===== config.mk =====
export PLATFORM = sky130hd
export DESIGN_NAME = mmpb_ctrl
export DESIGN_NICKNAME = d
export VERILOG_FILES = /design/src/sv/mmpb_pkg.sv /design/src/sv/mmpb_ctrl.sv
export SDC_FILE = /design/constraint.sdc
export NUM_CORES = 1
export LEC_CHECK = 0
export BUFFER_PORTS_ARGS = -buffer_cell sky130_fd_sc_hd__buf_2
export CAP_MARGIN = 20
export CORE_AREA = 2 2 39 41
export DETAILED_ROUTE_END_ITERATION = 6
export DIE_AREA = 0 0 41 43
export HOLD_SLACK_MARGIN = 0.12
export PLACE_DENSITY = 0.54
export RECOVER_POWER = 50
export SLEW_MARGIN = 0
export SYNTH_ARGS = -nofsm -noshare
export SYNTH_HDL_FRONTEND = slang
export SYNTH_SLANG_ARGS = --single-unit

===== constraint.sdc =====
create_clock -name clock -period 2.2 [get_ports clock]
set_clock_uncertainty 0.05 [all_clocks]
set_input_delay 0.44 -clock clock [delete_from_list [all_inputs] [get_ports clock]]
set_output_delay 0.44 -clock clock [all_outputs]
set_load 0.005 [all_outputs]

===== src/sv/mmpb_pkg.sv =====
// Shared types and constants for the minimax path bottleneck block.
// No dependencies; imported by the controller, the datapath and the top level.
package mmpb_pkg;

   localparam int IN_COORD_W = 10;   // width of a coordinate on the request port
   localparam int OUT_BSQ_W  = 21;   // width of the squared bottleneck on the response port
   localparam int STATUS_W   = 2;

   typedef enum logic [STATUS_W-1:0] {
      STATUS_OK       = 2'd0,
      STATUS_SHORT    = 2'd1,
      STATUS_OVERFLOW = 2'd2
   } status_type;

   typedef enum logic [2:0] {
      ST_IDLE,
      ST_PICK_RD,
      ST_PICK_CAP,
      ST_SWEEP,
      ST_DRAIN,
      ST_RESULT
   } ctrl_state_type;

   // controller -> datapath
   typedef struct packed {
      logic load;         // store accepted point (or flag overflow)
      logic start;        // first round: pick node 0 at bottleneck 0
      logic round_start;  // read pick coords, clear sweep index and running minimum
      logic pick_cap;     // capture pick coords from point RAM
      logic issue;        // issue one sweep address
      logic next_round;   // running minimum becomes the next pick
      logic emit;         // load response register, clear point set
   } dp_cmd_type;

   // datapath -> controller
   typedef struct packed {
      logic count_zero;   // no point stored yet
      logic sweep_last;   // sweep index is at the last stored point
      logic pipe_busy;    // relaxation pipeline holds work
      logic pick_is_one;  // running minimum sits on node 1
      logic out_free;     // response register can take a new transaction
   } dp_sts_type;

endpackage


===== src/sv/mmpb_ctrl.sv =====
// Controller FSM: load, per-round pick/sweep/drain sequencing, response hand-off.
// Depends on mmpb_pkg.
module mmpb_ctrl (
   input  logic                 clock,
   input  logic                 reset,
   input  logic                 req_valid,
   input  logic                 req_last,
   output logic                 req_stall,
   input  mmpb_pkg::dp_sts_type sts,
   output mmpb_pkg::dp_cmd_type cmd
);
   import mmpb_pkg::*;

   ctrl_state_type state_ff, state_in;

   always_ff @(posedge clock) begin
      if (reset) begin
         state_ff <= ST_IDLE;
      end else begin
         state_ff <= state_in;
      end
   end

   always_comb begin
      cmd       = '0;
      state_in  = state_ff;
      req_stall = (state_ff != ST_IDLE);
      unique case (state_ff)
         ST_IDLE: begin
            if (req_valid) begin
               cmd.load = 1'b1;
               if (req_last) begin
                  if (sts.count_zero) begin
                     state_in = ST_RESULT;
                  end else begin
                     cmd.start = 1'b1;
                     state_in  = ST_PICK_RD;
                  end
               end
            end
         end
         ST_PICK_RD: begin
            cmd.round_start = 1'b1;
            state_in        = ST_PICK_CAP;
         end
         ST_PICK_CAP: begin
            cmd.pick_cap = 1'b1;
            state_in     = ST_SWEEP;
         end
         ST_SWEEP: begin
            cmd.issue = 1'b1;
            if (sts.sweep_last) begin
               state_in = ST_DRAIN;
            end
         end
         ST_DRAIN: begin
            if (!sts.pipe_busy) begin
               if (sts.pick_is_one) begin
                  state_in = ST_RESULT;
               end else begin
                  cmd.next_round = 1'b1;
                  state_in       = ST_PICK_RD;
               end
            end
         end
         ST_RESULT: begin
            if (sts.out_free) begin
               cmd.emit = 1'b1;
               state_in = ST_IDLE;
            end
         end
         default: begin
            state_in = ST_IDLE;
         end
      endcase
   end

`ifndef SYNTH
   a_round_seq: assert property (@(posedge clock) disable iff (reset)
      cmd.start |=> (state_ff == ST_PICK_RD) ##1 (state_ff == ST_PICK_CAP)
                    ##1 (state_ff == ST_SWEEP))
      else $error("round setup out of order");

   a_sweep_exit: assert property (@(posedge clock) disable iff (reset)
      (state_ff == ST_SWEEP) |=> (state_ff == ST_SWEEP || state_ff == ST_DRAIN))
      else $error("sweep left without drain");

   a_emit_reopens: assert property (@(posedge clock) disable iff (reset)
      cmd.emit |=> !req_stall)
      else $error("input not reopened after response");
`endif

endmodule


# Word-level counts from Yosys, hierarchy flattened
# Cells that the tools add are included.
[totals] word_cells=34 reg_bits=3 input_bits=9 output_inout_bits=8
[op_classes] muxes=20 n_reduce_logical=3 n_eq_ne=10
[ops] operator="2-to-1 mux 3 bit" n=7
[ops] operator="one-hot mux 3 bit (6 select lines)" n=1
[ops] operator="2-to-1 mux 1 bit" n=10
[ops] operator="!= test 2 bit, second input constant" n=5
[ops] operator="equality test 3 x 2 -> 1 bit, second input constant" n=2
[ops] operator="equality test 3 bit, second input constant" n=2
[ops] operator="AND reduction 5 bit" n=1
[ops] operator="2-to-1 mux 2 bit" n=2
[ops] operator="equality test 3 x 1 -> 1 bit, second input constant" n=1
[ops] operator="logical NOT 3 bit" n=1
[ops] operator="nonzero test 3 bit" n=1

# Depth between registers and ports, before layout
# Gate-level depths: netlist (run 1).
[logic_depth] ltp_word=4 mapped_depth=5 depth_no_buf=4

# Worst setup path after synthesis (run 1)
# OpenSTA, ideal clock, no wires.
[synth_timing] kind="register to output" startpoint="register state_ff[1]" endpoint="output cmd[5] (netlist bit)" t_required_ns=1.710 path_stages_with_launch=5 setup_slack_ns=0.655 n_path_buf=1 arrival_ns=1.055 cell_sequence="dfxtp_1 -> buf_6 -> or3_4 -> nor2_4 -> and3b_1"
[synth_rtl] element="start: declaration" line="mmpb_ctrl.sv:14" text="ctrl_state_type state_ff, state_in;"
[synth_rtl] element="start signal: assignment" line="mmpb_ctrl.sv:20" text="state_ff <= state_in;"
[synth_rtl] element="end: declaration" line="mmpb_ctrl.sv:10" text="output mmpb_pkg::dp_cmd_type cmd"

==> flow_summary.yaml, run 1 <==
critical_path:
  reg2reg_slack_ps: 760
  crit_fanout: 11
  start_kind: "register"
  slowest_delay_ps: 430
  cp-end-kind: "output pin"
  r2r-start: "state_ff[2]"
  critPathBufInv: 1
  worstReg2RegEnd: "state_ff[2]"
  criticalPathCategory: "register to output pin"
  cp_data_arrival_time_ps: 1390
  reg2regPathDepth: 4
  critPathTopFamily: "simple AND/OR/NAND/NOR gates"
  crit_chain: "or3_4, nor2_4, and3b_1, buf_2"
  cp_data_required_time_ps: 1710
  critPathSlowestCell: "or3_4"
timing:
  max_freq_mhz: 533
  fin_ws_ps: 322
  slew_headroom_pct: 76.2
  whs_ps: 343
  worst_slew_pin_slew_ps: 357
  period_minus_slack_ps: 1880
  setup_viol: 0
  finalMaxSlewViolations: 0
  final_hold_viol_count: 0
  rsz0062_at_grt: "false"
  setup_tns_ps: 0
  final.period_utilization_pct: 85.3
power:
  power_density_mw_per_mm2: 1270
  pwr-share-seq_pct: 30.8
  power_w: 0.000464
  pwr-share-comb_pct: 47.9
  p_leak_nw: 0.178
  clock_power_share_pct: 21.3
  ir_worst_vdd_v: 0.000370
  power.switching_w: 0.000192
  p_sw_share_pct: 41.4
  p_int_w: 0.000272
layout:
  num_antenna_cells: 0
  top_regs: "state_ff: 3 flops"
  fillers: 156
  largest_reg_flops: 3
  drive_gt1_share_pct: 40.0
  nNetsFinal: 60
  largest-register: "state_ff"
  fin_cells: 66
  area_delta_synth_final_pct: 33.9
worst_hold_path:
  hold_path.class: "input pin to register"
  min_from: "reset"
  min_path_cells: 2
  min_to: "state_ff[2]"
die:
  initial_utilization_pct: 19.7
  die_y_microns: 43
  num_rows: 14
  die_x_microns: 41
  dieArea_sq_mm: 0.00176
  num_io_pins: 17
  core_area_sq_mm: 0.00138
synthesis:
  ys.flop_type: "dfxtp_1"
  synth.area.mux_share_pct: 4.13
  ys_top_cells_by_count: "3 x a21oi_1, 3 x dfxtp_1, 3 x nand2_1, 3 x nor3b_1"
  synth_top_cell_area_share_pct: 22.0
  synth_area_sq_um: 273
  yosys_warnings: 0
  synth.largest_area_cell: "dfxtp_1"
  yosys-top-cells-area: "dfxtp_1 22%, buf_6 8.3%, nor3b_1 8.3%"
  synth_xor_area_share_pct: 0
  ys_ff_latch: 3
  synth_top_family_by_area: "simple AND/OR/NAND/NOR gates"
  synth_area_per_cell_sq_um: 8.27
  synth_edf_count: 0
  synth_compound_gate_area_share_pct: 17.0
  synthSimpleGateAreaFrac_pct: 45.4
  synthAdderAreaFrac_pct: 0
  syn_inst: 33
  synth_cell_types: 22
  synth_seq_area_share_pct: 22.0
  async_flop_share_pct: 0
  synthesis.nets: 42
clock_network:
  clock_path_buffers: 2
  postCtsSetupBuffers: 0
  cts_resized: 0
  h-tree-depth: 1
  cts_tree: "done"
  cts_buffers: 3
  root_buffer: "clkbuf_4"
  clk_latency_ps: 240
  ctsHoldBuffers: 0
  clk_pin_slew_ps: 40
  cts_sinks: 3
grt:
  grt_pass1_vias: 253
  grt_max_degree: 13
  grt_overflow: 0
  antenna_found_initial: 0
  grt_first_pass_wirelength_microns: 890
  grt_usage_pct: 8.03
place:
  gp_congestion: 0.763
  io_buffers: 16
  pre_cts_slack_ps: 563
  dp.cells: 62
routing:
  routedWlPerCell_microns: 9.58
  finalWirelength_microns: 632
  drc_errors: 0
  routed_via_density: 4.36
  vias: 288
  dr.first_iter.drc_count: 1
  drt-pass1-iter-count: 2
  ant_nets: 0
status:
  outcome: "finished clean"
flow_run:
  drv_cap: 0
-- worst max-delay path by stage --
| stage | from | to | slack [ps] | cells past startpoint |
|---|---|---|---|---|
| global route | state_ff[2] | cmd[1] | 180 | 3 |
| finish | state_ff[0] | cmd[5] | 320 | 4 |
| floorplan | state_ff[1] | cmd[5] | 660 | 4 |
| global placement | state_ff[0] | cmd[5] | 550 | 4 |
| CTS | state_ff[2] | cmd[1] | 300 | 3 |
| detailed placement | state_ff[2] | cmd[1] | 560 | 3 |
-- metrics by stage --
| step | instance area (sq um) | utilization, % |
|---|---|---|
| finish | 365 | 26.4 |
| global route | 365 | 26.4 |
| CTS | 372 | 26.9 |
| detailed placement | 345 | 25.0 |
| global placement | 345 | 25.0 |
| floorplan | 273 | - |
-- cells by family (layout without fill, tap and decap cells) --
kind of cell | after synthesis | after routing
AO/OA/AOI/OAI | 7 | 7
buffers and inverters | 4 | 21
flip-flops | 3 | 3
multiplexers | 1 | 1
AND/OR/NAND/NOR | 18 | 18
-- final cells by class --
cell class / count / area (sq um) / area share, %
multi-input cells: 26 / 176 / 48.3
repair buffers: 16 / 78.8 / 21.6
flip-flops and latches: 3 / 60.1 / 16.4
clock buffers: 4 / 26.3 / 7.19
well taps: 16 / 20.0 / 5.48
inverters: 1 / 3.75 / 1.03
-- layout by cell type, fill, tap and decap left out --
cell type  synthesis  final
dfxtp_1            3      3
buf_2              0     15
and2_1             1      1
nor3b_1            3      3
clkbuf_4           0      3
and3_1             1      1
clkbuf_1           0      2
a311oi_1           1      1
o21ai_1            1      1
nor2_1             1      1
nand2_1            3      3
and3b_1            1      1
and4b_1            1      1
nor4_1             2      2
o21ai_0            1      1
mux2_1             1      1
o211ai_1           0      1
nor2b_1            2      2
or2b_1             1      1
inv_1              1      1
nor2_4             1      1
a21oi_1            3      3
or3_4              1      1
-- routing by layer --
metal / track usage [%] / vias up / part of all wire, %
met5: 0 / - / 0
met4: 10.0 / 0 / 2.7
met3: 3.14 / 2 / 7.3
met2: 8.75 / 15 / 41
met1: 9.97 / 117 / 49
li1: - / 154 / -
-- power by group through the flow --
stage	combinational (W)	clock, W	sequential (W)
after floorplan	0.000245	0	0.0000920
after global placement	0.000233	0	0.000146
after detailed placement	0.000231	0	0.000144
after CTS	0.000232	0.000104	0.000143
after global routing	0.000253	0.000110	0.000151
final	0.000222	0.0000989	0.000143
(Power assumes the default switching activity.)
==> run 2: changes to the inputs <==
==> constraint.sdc (replaced) <==
create_clock -name clock -period 1.8 [get_ports clock]
set_clock_uncertainty 0.05 [all_clocks]
set_input_delay 0.36 -clock clock [delete_from_list [all_inputs] [get_ports clock]]
set_output_delay 0.36 -clock clock [all_outputs]
set_load 0.005 [all_outputs]
==> flow_summary.yaml, run 2 (synthesis results as in run 1) <==
routing:
  routed_via_density: 4.40
  dr.first_iter.drc_count: 3
  ant_nets: 0
  finalWirelength_microns: 643
  routedWlPerCell_microns: 9.46
  vias: 299
  drt-pass1-iter-count: 4
  drc_errors: 0
layout:
  area_delta_synth_final_pct: 41.7
  nNetsFinal: 62
  stdcell_area_sq_um: 387
  top_regs: "state_ff: 3 flops"
  fin_cells: 68
  final_common_cell: "buf_2"
  largest_reg_flops: 3
  num_antenna_cells: 0
  largest-register: "state_ff"
  drive_gt1_share_pct: 46.2
power:
  power_w: 0.000610
  ir_worst_vdd_v: 0.000534
  power_density_mw_per_mm2: 1580
  p_leak_nw: 0.189
timing:
  slew_headroom_pct: 84.8
  final_hold_viol_count: 0
  period_minus_slack_ps: 1730
  setup_tns_ps: 0
  max_freq_mhz: 579
  final.period_utilization_pct: 96.0
  fin_ws_ps: 72.7
  rsz0062_at_grt: "true"
  finalMaxSlewViolations: 0
  worst_slew_pin_slew_ps: 227
  setup_viol: 0
clock_network:
  clk_pin_slew_ps: 40
  postCtsSetupBuffers: 0
  clock_path_buffers: 2
  h-tree-depth: 1
  cts_buffers: 3
  root_buffer: "clkbuf_4"
  cts_sinks: 3
  clk_latency_ps: 240
  cts_tree: "done"
worst_hold_path:
  min_from: "reset"
  hold_path.class: "input pin to register"
  min_path_cells: 2
  min_to: "state_ff[1]"
status:
  outcome: "finished clean"
die:
  dieArea_sq_mm: 0.00176
  num_rows: 14
  initial_utilization_pct: 19.7
  core_area_sq_mm: 0.00138
  die_y_microns: 43
  die_x_microns: 41
  num_io_pins: 17
critical_path:
  crit_chain: "or3_4, nor2_4, and3b_1, buf_2"
  cp-end-kind: "output pin"
  worstReg2RegEnd: "state_ff[2]"
  start_kind: "register"
  crit_fanout: 10
  reg2regPathDepth: 4
  reg2reg_slack_ps: 390
  critPathSlowestCell: "or3_4"
  criticalPathCategory: "register to output pin"
  r2r-start: "state_ff[2]"
  cp_data_required_time_ps: 1390
  slowest_delay_ps: 380
  cp_data_arrival_time_ps: 1320
place:
  hpwl_microns: 500
  io_buffers: 16
  place_area_sq_um: 360
  pre_cts_slack_ps: 282
  gp_congestion: 0.713
  dp.cells: 64
grt:
  grt_overflow: 0
  antenna_found_initial: 0
  grt_usage_pct: 8.43
  grt_max_degree: 11
  grt_first_pass_wirelength_microns: 938
  grt_pass1_vias: 253
flow_run:
  drv_cap: 0
run 2: changes by cell type in the layout (fill, tap and decap cells not counted):
cell	before	now
buf_4	0	1
clkbuf_1	2	3
dfxtp_1	3	1
dfxtp_2	0	1
dfxtp_4	0	1
o211ai_1	1	0
o211ai_2	0	1
run 2: power by group:
| group | switching, W | internal, W |
|---|---|---|
| Combinational | 0.000161 | 0.000173 |
| Clock | 0.0000392 | 0.0000834 |
| Sequential | 0.0000475 | 0.000106 |
| Total | 0.000248 | 0.000362 |
run 2: per-layer routing:
metal | routed length, microns | part of all wire (%) | vias up | global-route usage (%)
met4 | 21 | 3.3 | 0 | 10.0
met1 | 320 | 50 | 123 | 10.6
met2 | 240 | 37 | 15 | 9.06
met5 | 0 | 0 | - | 0
li1 | - | - | 159 | -
met3 | 61 | 9.5 | 2 | 3.66
run 2: timing repair:
item | in CTS | in global routing
resized for setup | 0 | 3
endpoints found under the setup margin | 0 | 2
hold buffers | 0 | 0
run 2: critical path, delay by kind of cell, from the launching register on:
| kind | cells | cell delay, ps |
|---|---|---|
| buffers and inverters | 1 | 100 |
| flip-flops | 1 | 360 |
| AND/OR/NAND/NOR | 3 | 610 |
run 2: worst max path at each step:
| stage | from | end | cells after the start |
|---|---|---|---|
| floorplan | state_ff[1] | cmd[5] | 4 |
| global placement | state_ff[2] | cmd[1] | 3 |
| detailed placement | state_ff[1] | cmd[5] | 4 |
| CTS | state_ff[1] | cmd[5] | 4 |
| global route | state_ff[1] | cmd[5] | 4 |
| finish | state_ff[1] | cmd[5] | 4 |
run 2: final cells by class:
| cell class | count | area [sq um] |
|---|---|---|
| well taps | 16 | 20.0 |
| inverters | 1 | 3.75 |
| fillers | 162 | 997 |
| clock buffers | 4 | 26.3 |
| repair buffers | 18 | 90.1 |
| flip-flops and latches | 3 | 65.1 |
| multi-input cells | 26 | 181 |
run 2: metrics by stage:
stage | hold WS [ps] | util (%)
floorplan | 379 | -
global placement | 509 | 26.0
detailed placement | 510 | 26.0
CTS | 260 | 27.9
global route | 255 | 27.9
finish | 259 | 27.9
==> run 3: changes to the inputs <==
--- a/config.mk
+++ b/config.mk
@@ -10,7 +10,6 @@
 export CORE_AREA = 2 2 39 41
 export DETAILED_ROUTE_END_ITERATION = 6
 export DIE_AREA = 0 0 41 43
-export HOLD_SLACK_MARGIN = 0.12
 export PLACE_DENSITY = 0.54
 export RECOVER_POWER = 50
 export SLEW_MARGIN = 0
==> constraint.sdc (replaced) <==
create_clock -name clock -period 2 [get_ports clock]
set_clock_uncertainty 0.05 [all_clocks]
set_input_delay 0.4 -clock clock [delete_from_list [all_inputs] [get_ports clock]]
set_output_delay 0.4 -clock clock [all_outputs]
set_load 0.005 [all_outputs]
==> flow_summary.yaml, run 3 (synthesis results as in run 1) <==
status:
  outcome: "finished clean"
timing:
  rsz0062_at_grt: "false"
  worst_slew_pin_slew_ps: 293
  final.period_utilization_pct: 91.7
  period_minus_slack_ps: 1830
  slew_headroom_pct: 80.5
  setup_viol: 0
  whs_ps: 302
  final_hold_viol_count: 0
  finalMaxSlewViolations: 0
  max_freq_mhz: 546
  setup_tns_ps: 0
grt:
  grt_overflow: 0
  antenna_found_initial: 0
  grt_first_pass_wirelength_microns: 890
  grt_pass1_vias: 253
  grt_max_degree: 13
  grt_usage_pct: 8.03
clock_network:
  h-tree-depth: 1
  clk_latency_ps: 240
  cts_sinks: 3
  clk_pin_slew_ps: 40
  cts_buffers: 3
  root_buffer: "clkbuf_4"
  cts_tree: "done"
  ctsHoldBuffers: 0
  clock_path_buffers: 2
critical_path:
  critPathTopFamily: "simple AND/OR/NAND/NOR gates"
  cp-end-kind: "output pin"
  cp_data_required_time_ps: 1550
  crit_chain: "or3_4, nor2_4, and3b_1, buf_2"
  crit_fanout: 11
  critPathSlowestCell: "or3_4"
  slowest_delay_ps: 430
  criticalPathCategory: "register to output pin"
  critPathBufInv: 1
  cp_data_arrival_time_ps: 1380
  start_kind: "register"
flow_run:
  drv_cap: 0
layout:
  final_common_cell: "buf_2"
  largest-register: "state_ff"
  num_antenna_cells: 0
  nNetsFinal: 60
  fillers: 158
  fin_util_pct: 26.9
  area_delta_synth_final_pct: 36.2
  drive_gt1_share_pct: 44.0
  top_regs: "state_ff: 3 flops"
  layout_common_cells: "15 x buf_2, 3 x nor3b_1, 3 x nand2_1, 3 x a21oi_1, 3 x clkbuf_4"
  largest_reg_flops: 3
  stdcell_area_sq_um: 372
routing:
  routed_via_density: 4.64
  dr_wl_met2_microns: 273
  top_layer_used: "met4"
  drt-pass1-iter-count: 4
  wl_met1_microns: 271
  vias: 306
  dr.first_iter.drc_count: 13
  finalWirelength_microns: 638
  ant_nets: 0
  met3_length_microns: 76
  routedWlPerCell_microns: 9.67
  drc_errors: 0
die:
  dieArea_sq_mm: 0.00176
  core_area_sq_mm: 0.00138
  die_y_microns: 43
  die_x_microns: 41
  num_rows: 14
  num_io_pins: 17
  initial_utilization_pct: 19.7
worst_hold_path:
  hold_path.class: "input pin to register"
place:
  gp_congestion: 0.763
  place_area_sq_um: 345
  io_buffers: 16
power:
  ir_worst_vdd_v: 0.000403
  p_leak_nw: 0.182
  power_density_mw_per_mm2: 1400
[run 3: metrics by stage]
| step | std cells | total power [W] | setup WS (ps) |
|---|---|---|---|
| detailed placement | 62 | 0.000412 | 403 |
| finish | 66 | 0.000521 | 167 |
| global route | 66 | 0.000574 | 79.6 |
| global placement | 62 | 0.000417 | 395 |
| floorplan | 33 | 0.000370 | 495 |
| CTS | 66 | 0.000526 | 140 |
[run 3: worst paths after layout]
path	depth (start not counted)	slack (ps)	from	end
min	2	300	reset	state_ff[2]
min reg2reg	1	520	state_ff[2]	state_ff[1]
max reg2reg	4	680	state_ff[1]	state_ff[2]
max	4	170	state_ff[0]	cmd[5]
[run 3: area by class of cell]
| type | count | area (sq um) | area share [%] |
|---|---|---|---|
| clock buffers | 4 | 26.3 | 7.07 |
| inverters | 1 | 3.75 | 1.01 |
| multi-input cells | 26 | 181 | 48.8 |
| flip-flops and latches | 3 | 61.3 | 16.5 |
| well taps | 16 | 20.0 | 5.39 |
| repair buffers | 16 | 78.8 | 21.2 |
[run 3: where the power goes]
part | switching, W | internal, W | total, W
Sequential | 0.0000694 | 0.0000908 | 0.000160
Clock | 0.0000342 | 0.0000750 | 0.000109
Combinational | 0.000112 | 0.000139 | 0.000252
Total | 0.000216 | 0.000305 | 0.000521
[run 3: timing repair]
action | in CTS | in global routing
resized for setup | 0 | 1
hold endpoints to repair | 0 | 0
endpoints found under the setup margin | 0 | 1
setup buffers | 0 | 0
[run 3: metal layers]
layer / track usage [%] / vias to the layer above
met2: 8.75 / 23
met3: 3.14 / 2
met5: 0 / -
met4: 10.0 / 0
met1: 9.97 / 127
li1: - / 154
